<file path="src/hdl/fts_pkg.sv">
// shared types, constants and helpers for the file type sniffer
package fts_pkg;

  localparam int HeaderBytes = 12;
  localparam int HtmlSearchSpan = 256;
  localparam int OffsetCap = HtmlSearchSpan + 3;
  localparam int PosW = $clog2(HeaderBytes + 1);
  localparam int OffW = $clog2(OffsetCap + 1);
  localparam int QDepth = 3;

  localparam logic [4:0] FT_UNKNOWN = 5'd0;
  localparam logic [4:0] FT_PNG = 5'd1;
  localparam logic [4:0] FT_JPG = 5'd2;
  localparam logic [4:0] FT_GIF = 5'd3;
  localparam logic [4:0] FT_BMP = 5'd4;
  localparam logic [4:0] FT_ICO = 5'd5;
  localparam logic [4:0] FT_WEBP = 5'd6;
  localparam logic [4:0] FT_TIFF = 5'd7;
  localparam logic [4:0] FT_WAV = 5'd8;
  localparam logic [4:0] FT_AVI = 5'd9;
  localparam logic [4:0] FT_MP4 = 5'd10;
  localparam logic [4:0] FT_MKV = 5'd11;
  localparam logic [4:0] FT_MP3 = 5'd12;
  localparam logic [4:0] FT_OGG = 5'd13;
  localparam logic [4:0] FT_FLAC = 5'd14;
  localparam logic [4:0] FT_PDF = 5'd15;
  localparam logic [4:0] FT_ZIP = 5'd16;
  localparam logic [4:0] FT_RAR = 5'd17;
  localparam logic [4:0] FT_7Z = 5'd18;
  localparam logic [4:0] FT_GZIP = 5'd19;
  localparam logic [4:0] FT_JSON = 5'd20;
  localparam logic [4:0] FT_HTML = 5'd21;
  localparam logic [4:0] FT_XML = 5'd22;
  localparam logic [4:0] FT_TXT = 5'd23;
  localparam logic [4:0] FT_BIN = 5'd24;

  typedef struct packed {
    logic [7:0] data_byte;
    logic       has_byte;
    logic       last;
  } in_item_t;

  typedef struct packed {
    logic [4:0] file_type;
    logic       utf8_valid;
  } out_item_t;

  // end-of-window summary handed from the scanner to the classifier
  typedef struct packed {
    logic [HeaderBytes-1:0][7:0] hdr;
    logic [PosW-1:0]             n;
    logic                        valid;
    logic                        text_found;
    logic [7:0]                  text_char;
    logic                        html;
  } summary_t;

  function automatic logic [7:0] to_lower(input logic [7:0] c);
    to_lower = (c >= "A" && c <= "Z") ? c + 8'd32 : c;
  endfunction

endpackage

</file>
<file path="src/hdl/fts_scan.sv">
// front part: per-byte header capture, utf-8 check and text tracking
module fts_scan (
  input  logic               clk,
  input  logic               rst,
  input  logic               in_go,
  input  fts_pkg::in_item_t  item,
  output logic               sum_go,
  output fts_pkg::summary_t  sum
);

  logic [fts_pkg::HeaderBytes-1:0][7:0] hdr;
  logic [fts_pkg::PosW-1:0] pos;
  logic [1:0]  u_rem, u_len;
  logic [20:0] u_cp;
  logic        u_fail;
  logic        t_found;
  logic [7:0]  t_char;
  logic [fts_pkg::OffW-1:0] off;
  logic        doc_ok, html_seen;
  logic [23:0] recent;

  logic [fts_pkg::HeaderBytes-1:0][7:0] hdr_next;
  logic [fts_pkg::PosW-1:0] pos_next;
  logic [1:0]  u_rem_next, u_len_next;
  logic [20:0] u_cp_next;
  logic        u_fail_next, t_found_next, doc_ok_next, html_seen_next;
  logic [7:0]  t_char_next;
  logic [fts_pkg::OffW-1:0] off_next;
  logic [23:0] recent_next;

  logic [7:0] b, lb;
  logic [7:0] doc_ch;
  logic       sp;

  always_comb begin
    b = item.data_byte;
    lb = fts_pkg::to_lower(b);
    sp = (b == 8'h20) || (b == 8'h09) || (b == 8'h0D) || (b == 8'h0A) ||
         (b == 8'h0C) || (b == 8'h0B);
    hdr_next = hdr;
    pos_next = pos;
    u_rem_next = u_rem;
    u_len_next = u_len;
    u_cp_next = u_cp;
    u_fail_next = u_fail;
    t_found_next = t_found;
    t_char_next = t_char;
    off_next = off;
    doc_ok_next = doc_ok;
    html_seen_next = html_seen;
    recent_next = recent;
    doc_ch = 8'h00;
    if (item.has_byte) begin
      if (pos < fts_pkg::PosW'(fts_pkg::HeaderBytes)) begin
        hdr_next[pos[$clog2(fts_pkg::HeaderBytes)-1:0]] = b;
        pos_next = pos + 1'b1;
      end
      // utf-8 check
      if (!u_fail) begin
        if (u_rem == 2'd0) begin
          if (b == 8'h00) u_fail_next = 1'b1;
          else if (b < 8'h80) begin
          end else if ((b & 8'hE0) == 8'hC0) begin
            u_len_next = 2'd1; u_rem_next = 2'd1; u_cp_next = {16'd0, b[4:0]};
          end else if ((b & 8'hF0) == 8'hE0) begin
            u_len_next = 2'd2; u_rem_next = 2'd2; u_cp_next = {17'd0, b[3:0]};
          end else if ((b & 8'hF8) == 8'hF0) begin
            u_len_next = 2'd3; u_rem_next = 2'd3; u_cp_next = {18'd0, b[2:0]};
          end else u_fail_next = 1'b1;
        end else if (b[7:6] != 2'b10) begin
          u_fail_next = 1'b1;
        end else begin
          u_cp_next = {u_cp[14:0], b[5:0]};
          u_rem_next = u_rem - 2'd1;
          if (u_rem == 2'd1) begin
            case (u_len)
              2'd1: if (u_cp_next < 21'h80) u_fail_next = 1'b1;
              2'd2: if (u_cp_next < 21'h800 ||
                        (u_cp_next >= 21'hD800 && u_cp_next <= 21'hDFFF))
                      u_fail_next = 1'b1;
              default: if (u_cp_next < 21'h10000 || u_cp_next > 21'h10FFFF)
                         u_fail_next = 1'b1;
            endcase
          end
        end
      end
      // text tracking
      if (!t_found) begin
        if (!sp) begin
          t_found_next = 1'b1;
          t_char_next = b;
          off_next = '0;
          doc_ok_next = (b == "<");
          html_seen_next = 1'b0;
        end
      end else begin
        if (off < fts_pkg::OffW'(fts_pkg::OffsetCap)) off_next = off + 1'b1;
        if (t_char == "<") begin
          case (off_next)
            fts_pkg::OffW'(1): doc_ch = "!";
            fts_pkg::OffW'(2): doc_ch = "d";
            fts_pkg::OffW'(3): doc_ch = "o";
            fts_pkg::OffW'(4): doc_ch = "c";
            fts_pkg::OffW'(5): doc_ch = "t";
            fts_pkg::OffW'(6): doc_ch = "y";
            fts_pkg::OffW'(7): doc_ch = "p";
            fts_pkg::OffW'(8): doc_ch = "e";
            default: doc_ch = 8'h00;
          endcase
          if (off_next >= fts_pkg::OffW'(1) && off_next <= fts_pkg::OffW'(8) &&
              lb != doc_ch)
            doc_ok_next = 1'b0;
          if (lb == "l" && off_next >= fts_pkg::OffW'(3) &&
              off_next < fts_pkg::OffW'(fts_pkg::HtmlSearchSpan + 3) &&
              fts_pkg::to_lower(recent[23:16]) == "h" &&
              fts_pkg::to_lower(recent[15:8]) == "t" &&
              fts_pkg::to_lower(recent[7:0]) == "m")
            html_seen_next = 1'b1;
        end
      end
      recent_next = {recent[15:0], b};
      // byte order mark restarts the text tracker
      if (pos == fts_pkg::PosW'(2) && hdr[0] == 8'hEF && hdr[1] == 8'hBB && b == 8'hBF) begin
        t_found_next = 1'b0;
        t_char_next = 8'h00;
        off_next = '0;
        doc_ok_next = 1'b0;
        html_seen_next = 1'b0;
      end
    end
  end

  always_ff @(posedge clk) begin
    if (rst) begin
      pos <= '0;
      u_rem <= '0; u_len <= '0; u_cp <= '0; u_fail <= 1'b0;
      t_found <= 1'b0; t_char <= '0; off <= '0;
      doc_ok <= 1'b0; html_seen <= 1'b0; recent <= '0;
      sum_go <= 1'b0;
    end else begin
      sum_go <= in_go && item.last;
      if (in_go) begin
        if (item.last) begin
          pos <= '0;
          u_rem <= '0; u_len <= '0; u_cp <= '0; u_fail <= 1'b0;
          t_found <= 1'b0; t_char <= '0; off <= '0;
          doc_ok <= 1'b0; html_seen <= 1'b0; recent <= '0;
        end else begin
          pos <= pos_next;
          u_rem <= u_rem_next; u_len <= u_len_next; u_cp <= u_cp_next;
          u_fail <= u_fail_next;
          t_found <= t_found_next; t_char <= t_char_next; off <= off_next;
          doc_ok <= doc_ok_next; html_seen <= html_seen_next;
          recent <= recent_next;
        end
      end
    end
  end

  always_ff @(posedge clk) begin
    if (in_go) hdr <= item.last ? hdr_next : hdr_next;
    if (in_go && item.last) begin
      sum.hdr <= hdr_next;
      sum.n <= pos_next;
      sum.valid <= !u_fail_next && u_rem_next == 2'd0;
      sum.text_found <= t_found_next;
      sum.text_char <= t_char_next;
      sum.html <= doc_ok_next && html_seen_next;
    end
  end

endmodule

</file>
<file path="src/hdl/fts_queue.sv">
// short queue of window summaries between scanner and classifier
module fts_queue (
  input  logic              clk,
  input  logic              rst,
  input  logic              wr,
  input  fts_pkg::summary_t wdata,
  input  logic              rd,
  output logic              has_data,
  output logic [1:0]        level,
  output fts_pkg::summary_t rdata
);

  fts_pkg::summary_t mem [fts_pkg::QDepth];
  logic [1:0] wp, rp;

  assign has_data = level != 2'd0;
  assign rdata = mem[rp];

  always_ff @(posedge clk) begin
    if (rst) begin
      wp <= 2'd0; rp <= 2'd0; level <= 2'd0;
    end else begin
      if (wr) wp <= (wp == 2'(fts_pkg::QDepth - 1)) ? 2'd0 : wp + 2'd1;
      if (rd) rp <= (rp == 2'(fts_pkg::QDepth - 1)) ? 2'd0 : rp + 2'd1;
      level <= level + {1'b0, wr} - {1'b0, rd};
    end
  end

  always_ff @(posedge clk) begin
    if (wr) mem[wp] <= wdata;
  end

endmodule

</file>
<file path="src/hdl/fts_classify.sv">
// back part: signature match and final type decision into an output register
module fts_classify (
  input  logic              clk,
  input  logic              rst,
  input  logic              q_has,
  input  fts_pkg::summary_t s,
  output logic              q_rd,
  output logic              empty,
  input  logic              pop,
  output fts_pkg::out_item_t result
);

  logic [4:0] ft;
  logic [7:0] h [fts_pkg::HeaderBytes];
  logic [4:0] n;
  logic       riff;

  always_comb begin
    for (int i = 0; i < fts_pkg::HeaderBytes; i++) h[i] = s.hdr[i];
    n = 5'(s.n);
    riff = n >= 5'd12 && h[0] == "R" && h[1] == "I" && h[2] == "F" && h[3] == "F";
    if (n == 5'd0) ft = fts_pkg::FT_UNKNOWN;
    else if (n >= 5'd8 && h[0] == 8'h89 && h[1] == "P" && h[2] == "N" && h[3] == "G" &&
             h[4] == 8'h0D && h[5] == 8'h0A && h[6] == 8'h1A && h[7] == 8'h0A)
      ft = fts_pkg::FT_PNG;
    else if (n >= 5'd2 && h[0] == 8'hFF && h[1] == 8'hD8) ft = fts_pkg::FT_JPG;
    else if (n >= 5'd6 && h[0] == "G" && h[1] == "I" && h[2] == "F" && h[3] == "8" &&
             (h[4] == "7" || h[4] == "9") && h[5] == "a")
      ft = fts_pkg::FT_GIF;
    else if (n >= 5'd2 && h[0] == "B" && h[1] == "M") ft = fts_pkg::FT_BMP;
    else if (n >= 5'd4 && h[0] == 8'h00 && h[1] == 8'h00 && h[2] == 8'h01 && h[3] == 8'h00)
      ft = fts_pkg::FT_ICO;
    else if (riff && h[8] == "W" && h[9] == "E" && h[10] == "B" && h[11] == "P")
      ft = fts_pkg::FT_WEBP;
    else if (n >= 5'd4 && ((h[0] == "I" && h[1] == "I" && h[2] == 8'h2A && h[3] == 8'h00) ||
             (h[0] == "M" && h[1] == "M" && h[2] == 8'h00 && h[3] == 8'h2A)))
      ft = fts_pkg::FT_TIFF;
    else if (riff && h[8] == "W" && h[9] == "A" && h[10] == "V" && h[11] == "E")
      ft = fts_pkg::FT_WAV;
    else if (riff && h[8] == "A" && h[9] == "V" && h[10] == "I" && h[11] == " ")
      ft = fts_pkg::FT_AVI;
    else if (n >= 5'd12 && h[4] == "f" && h[5] == "t" && h[6] == "y" && h[7] == "p")
      ft = fts_pkg::FT_MP4;
    else if (n >= 5'd4 && h[0] == 8'h1A && h[1] == 8'h45 && h[2] == 8'hDF && h[3] == 8'hA3)
      ft = fts_pkg::FT_MKV;
    else if ((n >= 5'd3 && h[0] == "I" && h[1] == "D" && h[2] == "3") ||
             (n >= 5'd2 && h[0] == 8'hFF && h[1][7:5] == 3'b111))
      ft = fts_pkg::FT_MP3;
    else if (n >= 5'd4 && h[0] == "O" && h[1] == "g" && h[2] == "g" && h[3] == "S")
      ft = fts_pkg::FT_OGG;
    else if (n >= 5'd4 && h[0] == "f" && h[1] == "L" && h[2] == "a" && h[3] == "C")
      ft = fts_pkg::FT_FLAC;
    else if (n >= 5'd5 && h[0] == "%" && h[1] == "P" && h[2] == "D" && h[3] == "F" &&
             h[4] == "-")
      ft = fts_pkg::FT_PDF;
    else if (n >= 5'd4 && h[0] == "P" && h[1] == "K" &&
             (h[2] == 8'd3 || h[2] == 8'd5 || h[2] == 8'd7) &&
             (h[3] == 8'd4 || h[3] == 8'd6 || h[3] == 8'd8))
      ft = fts_pkg::FT_ZIP;
    else if (n >= 5'd7 && h[0] == "R" && h[1] == "a" && h[2] == "r" && h[3] == "!" &&
             h[4] == 8'h1A && h[5] == 8'h07 &&
             (h[6] == 8'h00 || (n >= 5'd8 && h[6] == 8'h01 && h[7] == 8'h00)))
      ft = fts_pkg::FT_RAR;
    else if (n >= 5'd6 && h[0] == "7" && h[1] == "z" && h[2] == 8'hBC && h[3] == 8'hAF &&
             h[4] == 8'h27 && h[5] == 8'h1C)
      ft = fts_pkg::FT_7Z;
    else if (n >= 5'd2 && h[0] == 8'h1F && h[1] == 8'h8B) ft = fts_pkg::FT_GZIP;
    else if (s.text_found && s.valid && (s.text_char == "{" || s.text_char == "["))
      ft = fts_pkg::FT_JSON;
    else if (s.text_found && s.valid && s.text_char == "<")
      ft = s.html ? fts_pkg::FT_HTML : fts_pkg::FT_XML;
    else ft = s.valid ? fts_pkg::FT_TXT : fts_pkg::FT_BIN;
  end

  // output register refills as soon as it is free or being popped
  assign q_rd = q_has && (empty || pop);

  always_ff @(posedge clk) begin
    if (rst) empty <= 1'b1;
    else if (q_rd) empty <= 1'b0;
    else if (pop) empty <= 1'b1;
  end

  always_ff @(posedge clk) begin
    if (q_rd) begin
      result.file_type <= ft;
      result.utf8_valid <= s.valid;
    end
  end

endmodule

</file>
<file path="src/hdl/file_type_sniff.sv">
// top level of the file type sniffer
// Accepts one byte per cycle while full is low, with no gaps required; a window
// closes on the item with last set and its single result passes through the
// scanner register, the queue and the classifier output register to the result
// port. Up to three finished results buffer between the stages plus one in the
// output register; full rises only when results go unread and the queue,
// counting a summary still in the scanner register, has no room left.
module file_type_sniff (
  input  logic               clk,
  input  logic               rst,
  input  fts_pkg::in_item_t  in_item,
  input  logic               push,
  output logic               full,
  output fts_pkg::out_item_t out_item,
  output logic               empty,
  input  logic               pop
);

  logic              go, sum_go, q_has, q_rd;
  logic [1:0]        level;
  fts_pkg::summary_t sum, qs;

  // room must cover a summary already in flight from the scanner
  assign full = ({1'b0, level} + {2'b00, sum_go}) >= 3'(fts_pkg::QDepth);
  assign go = push && !full;

  fts_scan u_scan (.clk, .rst, .in_go(go), .item(in_item), .sum_go, .sum);

  fts_queue u_queue (.clk, .rst, .wr(sum_go), .wdata(sum), .rd(q_rd),
                     .has_data(q_has), .level, .rdata(qs));

  fts_classify u_cls (.clk, .rst, .q_has, .s(qs), .q_rd, .empty, .pop,
                      .result(out_item));

endmodule

</file>
<file path="config.mk">
export PLATFORM = sky130hd
export DESIGN_NAME = file_type_sniff
export DESIGN_NICKNAME = d
export VERILOG_FILES = /design/src/hdl/fts_pkg.sv /design/src/hdl/fts_scan.sv /design/src/hdl/fts_queue.sv /design/src/hdl/fts_classify.sv /design/src/hdl/file_type_sniff.sv
export SDC_FILE = /design/constraint.sdc
export NUM_CORES = 1
export LEC_CHECK = 0
export BUFFER_PORTS_ARGS = -buffer_cell sky130_fd_sc_hd__buf_2
export CAP_MARGIN = 5
export CELL_PAD_IN_SITES_DETAIL_PLACEMENT = 1
export CELL_PAD_IN_SITES_GLOBAL_PLACEMENT = 2
export CORE_MARGIN = 4
export CORE_UTILIZATION = 42
export DETAILED_ROUTE_END_ITERATION = 12
export PLACE_DENSITY = 0.78
export SLEW_MARGIN = 5
export SYNTH_ARGS = -nofsm -noshare
export SYNTH_HDL_FRONTEND = slang
export SYNTH_SLANG_ARGS = --single-unit
</file>
<file path="constraint.sdc">
create_clock -name clk -period 18 [get_ports clk]
set_input_delay 1.8 -clock clk [delete_from_list [all_inputs] [get_ports clk]]
set_output_delay 1.8 -clock clk [all_outputs]
set_load 0.01 [all_outputs]
</file>
**Word-level counts from Yosys, hierarchy flattened**

Memories as Yosys holds them, arrays and structs flattened. A register that Yosys moved wholly into a read port is not among the register bits.
Index checks and enable logic that the tools add are counted.

- Muxes and demuxes: 125
- $add $sub $neg: 12
- $mul: 0
- Shift-type cells: 0
- Bitwise gates (word level): 0
- Magnitude comparators: 32
- Eq/ne operators: 118
- Divide/modulo/power cells: 0
- Reduce and logical (&&, ||, !) cells: 157

Operators with widths:

| cell | count |
|---|---|
| $eq 8x7->1 const B | 49 |
| $mux 96 | 2 |
| $mux 15 | 10 |
| $eq 8x6->1 const B | 16 |
| $logic_and 1x1->1 | 114 |
| $mux 8 | 14 |
| $bwmux 96 | 1 |
| $eq 8x8->1 const B | 11 |
| $eq 8x4->1 const B | 9 |
| $mux 9 | 8 |
| $logic_not 8->1 | 7 |
| $mux 2 | 26 |
| $mux 24 | 2 |
| $mux 4 | 12 |
| $eq 8x3->1 const B | 5 |
| $eq 8x5->1 const B | 5 |
| $mux 1 | 38 |
| $add 8x6->8 const B | 4 |
| $demux 8 s4 | 1 |
| $ge 8x7->1 const B | 4 |
| $le 8x7->1 const B | 4 |
| $mux 5 | 6 |
| $ge 21x16->1 const B | 1 |
| $gt 21x21->1 const B | 1 |
| 53 further kinds | 94 |

- Memory bits (writable): 333
- ROM bits: 112
- Bits in registers: 289
- Input bits: 14
- Memories: 2
- Output and inout port bits: 8
- Bits in latches: 0

Memory list:

| memory | depth | bits a word | rd ports | clocked after Yosys merged registers in | write ports | line | text |
|---|---|---|---|---|---|---|---|
| u_queue.mem | 3 | 111 | 1 | 1 | 1 | fts_queue.sv:13 | `fts_pkg::summary_t mem [fts_pkg::QDepth];` |
| (no name shown) | 16 | 7 | 1 | 0 | 0 | fts_scan.sv:99 | `case (off_next)` |

**Longest topological paths before layout**

- Depth after elaboration: 25
- Depth in mapped cells: 16

**By module**

A second synthesis with hierarchy kept.

- Cell total of the unflattened synthesis: 1,971
- Area, all modules: 26,749.4 um^2

Modules (own cells, without submodules):

| module | times used | area each (um^2) | cells each |
|---|---|---|---|
| fts_queue | 1 | 12,741.0 | 733 |
| fts_scan | 1 | 11,674.9 | 907 |
| fts_classify | 1 | 2,290.9 | 326 |
| file_type_sniff | 1 | 42.5 | 5 |

**Least setup slack after synthesis**

OpenSTA, ideal clock, no wires.

- Path kind: reg-to-reg
- Start: register u_scan.sum_go
- End: memory u_queue.mem[0][0] (netlist name), enable pin
- Clock period less this slack: 8.760 ns
- Slack: 9.240 ns
- Cell stages (with the launch flop): 3
- Data required time: 17.280 ns
- Path buffers: 0
- Arrival time: 8.040 ns
- Cell sequence: dfxtp_1 inv_1 nor3_1

- Cells in the longest elaborated chain, start to end: 2

Ends and longest elaborated chain:

| item | line | text |
|---|---|---|
| start, declared | fts_scan.sv:7 | `output logic sum_go,` |
| start signal, assigned | fts_scan.sv:141 | `sum_go <= in_go && item.last;` |
| $mux 1 | fts_queue.sv:30 | `if (wr) mem[wp] <= wdata;` |
| $mux 1 (not written as such) | fts_queue.sv:30 |  |
| end, declared | fts_queue.sv:13 |  |

Every way passes these cells.

==> impl_metrics.json <==
{
  "final_hold_viol_count": 0,
  "cts_tree": "yes",
  "wl_um": 71100,
  "power_density_nw_per_um2": 124,
  "rows": 91,
  "p_leak_uw": 0.00938,
  "io_buffers": 21,
  "synth_mux_area_frac": 0.0823,
  "grt_pass1_wl_um": 108000,
  "cts_buffers": 67,
  "synth_top_area_share": 0.620,
  "postCtsSetupRepairBufs": 0,
  "synthTopCellsByCount": "546 x edfxtp_1, 161 x nand2_1, 123 x nor2_1",
  "max_stage_delay_ps": 740,
  "antenna_cells": 0,
  "via_count": 16500,
  "clk_latency_ps": 590,
  "seq_area_frac_synth": 0.679,
  "cp.required_ps": 18450,
  "top_usage_layer": "met2",
  "root_buffer": "clkbuf_16",
  "hpwlAfterDp_um": 46600,
  "tns_ps": 0,
  "drive_gt1_frac": 0.135,
  "synth_fa_ha_area_frac": 0.00898,
  "die_x_um": 259,
  "gp_congestion": 0.882,
  "path_buf_inv": 1,
  "slew_headroom": 0.230,
  "synth_top_family_by_area": "simple AND/OR/NAND/NOR gates",
  "status": "complete, no violations",
  "use_met2": 0.348,
  "async_flop_share": 0,
  "syn_area_per_cell_sq_um": 13.7,
  "dpl_worst_slack_ps": 12750,
  "crit_arrival_ps": 5220,
  "drv_slew": 0,
  "met3_usage": 0.0321,
  "cts.path.max_buffers": 3,
  "startpoint_type": "register",
  "synth-seq-cells": 624,
  "gr-total-overflow": 0,
  "synth-compound-area-share": 0.0780,
  "final_nets": 1978,
  "cpMaxStageDelayCell": "dfxtp_4",
  "antenna_found_initial": 0,
  "grt_max_degree": 113,
  "timing.final.crit_share": 0.265,
  "grt_pass1_vias": 17200,
  "finalInstanceArea_sq_um": 29500,
  "crit_cells": 10,
  "rsz0062_at_grt": "false",
  "cp_max_fo": 43,
  "core_area_sq_um": 62100,
  "ys_types": 88,
  "fmaxAchievable_mhz": 210,
  "tightestPinTransition_ps": 1150,
  "ant_nets": 0,
  "setup_violations": 0,
  "cts.clk_slew.worst_paths_ps": 60,
  "maxCapViolations": 0,
  "numClockSinks": 624,
  "dieArea_sq_um": 67100,
  "synth_top_area_cell": "edfxtp_1",
  "drtIter0Drc": 1145,
  "endpoint_kind": "register",
  "die_h_um": 259,
  "ys.flop_type": "edfxtp_1",
  "met1_usage": 0.291,
  "synth-xor-area-share": 0.00364,
  "hp-class": "register to register",
  "synth_area_sq_um": 26500,
  "vdd_drop_max_mv": 0.0685,
  "syn-num-nets": 1960,
  "vias_per_cell": 5.81,
  "finClkSkew_ps": 13.9,
  "start_util": 0.426,
  "synth_area_leaders": "edfxtp_1 62%, dfxtp_1 5.9%, mux2_2 4.5%",
  "synth_cells": 1927,
  "placed_area_sq_um": 27300,
  "holdPathStages": 2,
  "synth_edf_count": 546,
  "synth-simple-area-share": 0.127,
  "wire_per_inst_um": 25.1,
  "worstPathCellList": "buf_4, mux2_1, mux2i_2, nand2_1, nor4_1, nand4_1, or2_2, o2111ai_2, a21oi_1, a21oi_2",
  "r2r_cells": 10,
  "yosys.cell_count.top_type": "edfxtp_1",
  "io_pins": 22,
  "drc": 0,
  "drtPass1Iterations": 5,
  "yosys_warnings": 0,
  "area_growth_pct": 11.4,
  "ctsHoldBuffers": 0,
  "cts-resized-gates": 0,
  "gr-usage-all-layers": 0.211,
  "critPathTopFamily": "simple AND/OR/NAND/NOR gates",
  "layout_min_cycle_time_ps": 4770,
  "ctsHtreeMaxLevel": 3,
  "worst_slack_ps": 13230,
  "crit_type": "register to register"
}
[state kept, by name, summed over array words and instances (netlist names), 4 cells and up, named ones only]
signal	cells
u_scan.hdr	96
u_scan.t_char	8
u_scan.u_cp	15
u_cls.result	6
u_queue.mem	333
u_scan.pos	4
u_scan.off	9
u_scan.recent	24
u_scan.sum	111
[power breakdown]
| part | internal [uW] | leakage, uW | switching, uW | total, uW |
|---|---|---|---|---|
| logic | 187 | 0.00294 | 412 | 600 |
| registers | 1670 | 0.00541 | 53.1 | 1720 |
| clock network | 777 | 0.00103 | 556 | 1330 |
[stage by stage]
step,hold WS [ps],utilization,power [uW],cells
5_1_grt,474,0.475,3800,2834
3_3_place_gp,439,0.441,2330,2713
2_1_floorplan,426,-,2140,1927
4_1_cts,456,0.475,3690,2834
3_5_place_dp,448,0.441,2350,2713
6_report,450,0.475,3650,2834
[final timing paths]
path                   start  slack, ps              end
min          u_scan.u_cp[13]        450  u_scan.u_cp[13]
max                 register      13230  u_cls.result[1]
max reg2reg         register      13230  u_cls.result[1]
min reg2reg  u_scan.u_cp[13]        450  u_scan.u_cp[13]
[final cells by class]
type,instances,area [sq um]
Clock buffer,93,1880
Fill cell,6160,32600
Clock inverter,28,248
Sequential cell,624,18000
Inverter,26,103
Multi-Input combinational cell,1184,7950
Tap cell,837,1050
Timing Repair Buffer,42,275
[layer usage]
layer	wire length, um	vias to the layer above
li1	-	7512
met1	31800	8456
met2	34300	392
met3	2930	115
met4	2100	0
met5	0	-
[layout by cell type, fill, tap and decap left out, types with 55 or more instances in the layout]
master / count
o21ai_0: 93
mux2_2: 105
nand2_1: 161
edfxtp_1: 546
dfxtp_1: 76
nor2_1: 121
clkbuf_16: 71
mux2i_1: 87
a21oi_1: 62
nand3_1: 55
[logic make-up (layout without fill, tap and decap cells)]
kind of cell,after synthesis,in the layout
buffers and inverters,119,189
AO/OA/AOI/OAI,320,320
multiplexers,200,200
XOR/XNOR,11,11
flip-flops,624,624
adder cells (fa/ha/maj),19,19
AND/OR/NAND/NOR,634,634
[worst min-delay path: cells and delay by family (launching register included)]
kind | cells | cell delay (ps)
compound gates | 1 | 50
flops | 1 | 300
simple gates | 1 | 50
Power figures use the tool's default switching activity.
